<file path="src/rtl/core/fvn_pkg.sv">
// Shared types and constants for the fractal value noise pipeline.
package fvn_pkg;

  // Octave sum never leaves about +-2^31, two guard bits on top.
  localparam int SUM_W = 34;

  localparam logic [31:0] HASH_K    = 32'd2654435761;
  localparam logic [31:0] HASH_Y    = 32'd57;
  localparam logic [31:0] HASH_SQ   = 32'd15731;
  localparam logic [31:0] HASH_ADD  = 32'd789221;
  localparam logic [31:0] HASH_FIN  = 32'd1376312589;
  localparam logic signed [31:0] ONE_Q30 = 32'sh4000_0000;

  // Number of register stages in one octave cell.
  localparam int CELL_LAT = 11;

  typedef enum logic [1:0] {
    REG_SEED    = 2'd0,
    REG_OCTAVES = 2'd1,
    REG_RIDGE   = 2'd2
  } reg_idx_t;

  // What one cell hands to the next.
  typedef struct packed {
    logic                    vld;
    logic [31:0]             x;
    logic [31:0]             y;
    logic signed [SUM_W-1:0] sum;
  } link_t;

endpackage

</file>
<file path="src/rtl/core/fvn_norm.sv">
// Normalization of the octave sum by the reciprocal table entry, saturation, ridge fold.
module fvn_norm (
  input  logic                            clk,
  input  logic                            rst,
  input  logic                            en,
  input  logic                            in_vld,
  input  logic signed [fvn_pkg::SUM_W-1:0] sum,
  input  logic [30:0]                     recip,
  input  logic                            ridge,
  output logic                            out_vld,
  output logic [31:0]                     out_val
);
  import fvn_pkg::*;

  localparam int PP_W = SUM_W + 17;
  localparam int TOT_W = PP_W + 17;

  logic v1, v2;
  logic signed [PP_W-1:0] p_hi, p_lo;
  logic signed [TOT_W-1:0] tot;
  logic signed [TOT_W-1:0] r;
  logic signed [31:0] sat, mag, fin;

  assign r = tot >>> 30;

  always_comb begin
    priority if (r > TOT_W'(32'sd1073741824)) sat = ONE_Q30;
    else if (r < -TOT_W'(32'sd1073741824)) sat = -ONE_Q30;
    else sat = r[31:0];
    mag = sat[31] ? -sat : sat;
    fin = ridge ? ONE_Q30 - mag : sat;
  end

  always_ff @(posedge clk) begin
    if (rst) begin
      v1 <= 1'b0;
      v2 <= 1'b0;
      out_vld <= 1'b0;
    end else if (en) begin
      v1 <= in_vld;
      v2 <= v1;
      out_vld <= v2;
    end
  end

  // reciprocal split into a 15-bit and a 16-bit half to keep the multipliers narrow
  always_ff @(posedge clk) begin
    if (en) begin
      p_hi <= sum * $signed({2'b00, recip[30:16]});
      p_lo <= sum * $signed({1'b0, recip[15:0]});
      tot  <= (TOT_W'(p_hi) <<< 16) + TOT_W'(p_lo) + (TOT_W'(1) <<< 29);
      out_val <= fin;
    end
  end

endmodule

</file>
<file path="config.mk">
export PLATFORM = sky130hd
export DESIGN_NAME = fvn_norm
export DESIGN_NICKNAME = d
export VERILOG_FILES = /design/src/rtl/core/fvn_pkg.sv /design/src/rtl/core/fvn_norm.sv
export SDC_FILE = /design/constraint.sdc
export NUM_CORES = 2
export LEC_CHECK = 0
export BUFFER_PORTS_ARGS = -buffer_cell sky130_fd_sc_hd__buf_4
export CORE_MARGIN = 2
export CORE_UTILIZATION = 65
export CTS_CLUSTER_SIZE = 40
export DETAILED_ROUTE_END_ITERATION = 8
export MAX_ROUTING_LAYER = met4
export PLACE_DENSITY = 0.81
export SLEW_MARGIN = 10
export SYNTH_ARGS = -nofsm -noshare
export SYNTH_HDL_FRONTEND = slang
export SYNTH_SLANG_ARGS = --single-unit
</file>
<file path="constraint.sdc">
create_clock -name clk -period 22.3 [get_ports clk]
set_input_delay 2.23 -clock clk [delete_from_list [all_inputs] [get_ports clk]]
set_output_delay 2.23 -clock clk [all_outputs]
set_load 0.005 [all_outputs]
</file>
==> impl_metrics.env <==
export IMPL_ys_seq_elements=158
export IMPL_row_count=97
export IMPL_synth_nets=6481
export IMPL_vias=34900
export IMPL_clk_pin_slew_ns=0.07
export IMPL_finalSetupTns_ns=0
export IMPL_synth_top_cell_by_area="fa_1"
export IMPL_cpPeakStageDelay_ns=0.55
export IMPL_clkSinkCount=158
export IMPL_ff2ff_path_depth=17
export IMPL_dr_pass1_iters=6
export IMPL_antenna_found_initial=9
export IMPL_synth_area_leaders="fa_1 (43%), edfxtp_1 (10%), inv_1 (9.0%), ha_1 (7.8%), nand2_1 (6.4%)"
export IMPL_grt_start_max_net_pins=87
export IMPL_die_width_um=271
export IMPL_grt_total_usage_pct=33.9
export IMPL_synth_edf_count=155
export IMPL_arrival_ns=9.22
export IMPL_fillCellCount=5447
export IMPL_dp_hpwl_mm=90.1
export IMPL_ctsHtreeMaxLevel=4
export IMPL_die_h_um=271
export IMPL_post_route_period_util_pct=40.4
export IMPL_rr_endpoint="out_val[30]"
export IMPL_synth_cells_most_frequent="inv_1 (1,113), fa_1 (995), nand2_1 (793), and2_1 (414), ha_1 (289)"
export IMPL_ys_dominant_reg_cell="edfxtp_1"
export IMPL_wire_per_inst_um=19.4
export IMPL_fin_nets=6349
export IMPL_yosys_warnings=0
export IMPL_drt_initial_drc_count=2514
export IMPL_worstHoldStart="v2"
export IMPL_netlist_area_sq_mm=0.0464
export IMPL_ys_types=87
export IMPL_ctsHoldBuffers=0
export IMPL_drtAntennaViolNets=0
export IMPL_start_util_pct=66.0
export IMPL_detail_route_vias_per_cell=5.86
export IMPL_cts_setup_buffers=0
export IMPL_core_region_area_sq_mm=0.0703
export IMPL_syn_inst=5127
export IMPL_cts_tree="done"
export IMPL_clk_insertion_delay_late_ns=0.45
export IMPL_cts_repair_resized=0
export IMPL_worstSetupEndpointType="flip-flop"
export IMPL_finalSetupViolCount=0
export IMPL_synthArstFlopShare_pct=0
export IMPL_overflow=0
export IMPL_routed_wl_mm=115
export IMPL_max_slew_margin_pct=23.4
export IMPL_cp_required_ns=22.50
export IMPL_cts_buffers_inserted=17
export IMPL_status="complete, no violations"
export IMPL_rrSetupSlack_ns=16.29
export IMPL_grt_first_pass_wirelength_mm=192
export IMPL_syn_area_per_cell_sq_um=9.04
export IMPL_grt_pass1_vias=37700
export IMPL_cts_buffer_depth=2
export IMPL_drv_slew=0
export IMPL_r2r_start="tot[44]"
export IMPL_hold_violations=0
export IMPL_critPathSlowestCell="fa_1"
export IMPL_hold_path_class="flip-flop to flip-flop"
export IMPL_rsz0062_at_grt="no"
export IMPL_die_area_sq_mm=0.0735
export IMPL_drc=0
export IMPL_holdPathStages=2
export IMPL_layout_drive_gt1_share_pct=3.63
export IMPL_pin_count=103
export IMPL_gp_congestion=0.956
export IMPL_worstHoldEndpoint="v2"
export IMPL_path_buf_inv=6
export IMPL_criticalPathCategory="input port to flip-flop"
export IMPL_skew_ns=0.0136
export IMPL_crit_chain="buf_4, nand2_1, fa_1, inv_1, fa_1, inv_1, fa_1, inv_1, fa_1, fa_1, inv_1, fa_1, inv_1, ha_1, nand2_1, or3_1, nor3_1, nor2_1, o221ai_1, a41oi_1, o31ai_1, o21a_1, nor2_1, xnor2_1"
export IMPL_dp_cells=5916
export IMPL_synth_most_common_cell="inv_1"
export IMPL_path_delay_family="adder cells"
export IMPL_fmax_mhz=111
export IMPL_port_buffers=102
export IMPL_area_growth_pct=3.40
export IMPL_layout_cells_non_filler=5954
export IMPL_synth_top_area_share_pct=43.0
export IMPL_yosysSeqAreaShare_pct=10.2
export IMPL_crit_path_start_kind="input port"
export IMPL_path_common_cell="fa_1"
export IMPL_tightestPinTransition_ns=1.15
export IMPL_root_buffer="clkbuf_16"
export IMPL_crit_fanout=34
export IMPL_period_needed_ns=9.02
export IMPL_maxCapViolations=0
-- how the worst max path moves through the flow --
stage / cells past startpoint / slack (ns) / from / end
final: 24 / 13.28 / recip[23] / p_hi[46]
after global routing: 24 / 12.92 / recip[23] / p_hi[46]
after CTS: 24 / 13.38 / recip[23] / p_hi[46]
after detailed placement: 24 / 12.90 / recip[23] / p_hi[48]
after global placement: 23 / 12.98 / recip[23] / p_hi[47]
after floorplan: 24 / 13.41 / recip[17] / p_hi[47]
-- through the flow --
step | hold slack, ns | instance area [sq um] | setup slack (ns) | util, %
final | 0.499 | 47900 | 13.28 | 68.2
after global routing | 0.549 | 47900 | 12.92 | 68.2
after CTS | 0.508 | 47900 | 13.38 | 68.2
after detailed placement | 0.492 | 47300 | 12.90 | 67.4
after global placement | 0.477 | 47300 | 12.98 | 67.4
after floorplan | 0.460 | 46400 | 13.41 | -
-- state kept, by name, indices dropped and copies added (netlist names) --
signal   flops
tot         38
p_lo        35
v2           1
p_hi        50
v1           1
out_val     32
out_vld      1
-- logic make-up after synthesis --
kind of cell | count (synthesis) | synth area share, %
and+or+nand+nor | 1609 | 16.9
muxes | 9 | 0.197
AOI/OAI and AO/OA | 503 | 7.10
xor gates and xnor gates | 191 | 3.61
adders and majority gates | 1284 | 50.8
buffers and inverters | 1373 | 11.2
DFF | 158 | 10.2
-- layer usage --
layer	routed length (um)	share of wire (%)	global-route usage (%)
met5	0	0	-
met4	2970	2.6	9.76
met3	10600	9.2	6.27
met2	56500	49	55.9
met1	45100	39	43.2
-- placed cells by master, fill, tap and decap left out, types with 15 or more instances in the layout --
| cell type | synthesis | routed |
|---|---|---|
| or3_1 | 20 | 20 |
| a21o_1 | 66 | 66 |
| a31oi_1 | 23 | 22 |
| o31ai_1 | 15 | 15 |
| nand3_1 | 60 | 60 |
| and3_1 | 21 | 21 |
| nor4_1 | 18 | 18 |
| o211ai_1 | 19 | 19 |
| buf_4 | 1 | 108 |
| nand2_1 | 793 | 793 |
| o21ai_0 | 87 | 87 |
| clkbuf_16 | 0 | 17 |
| xnor2_1 | 119 | 119 |
| nand4_1 | 37 | 37 |
| edfxtp_1 | 155 | 155 |
| nor3_1 | 36 | 36 |
| o21bai_1 | 21 | 21 |
| xor2_1 | 72 | 72 |
| inv_1 | 1113 | 1113 |
| and2_1 | 414 | 414 |
| a21oi_1 | 139 | 139 |
| o21a_1 | 23 | 23 |
| a211oi_1 | 18 | 18 |
| ha_1 | 289 | 289 |
| fa_1 | 995 | 995 |
| nor2_1 | 119 | 119 |
-- cell type report --
class	instances	area [sq um]	share of cell area, %
Multi-Input combinational cell	3596	36400	76.0
Timing Repair Buffer	109	822	1.72
Clock inverter	13	153	0.318
Tap cell	940	1180	2.45
Inverter	1113	4180	8.72
Sequential cell	158	4710	9.84
Antenna cell	7	17.5	0.0365
Clock buffer	18	429	0.895
-- tightest hold or removal path, stage by stage (launching register included) --
cell,delay [ns]
dfxtp_1,0.32
mux2i_1,0.06
nor2_1,0.08
Power is left out: the tool's default activity adds up to more than one toggle a clock period on the data nets, which glitch-free logic cannot reach.
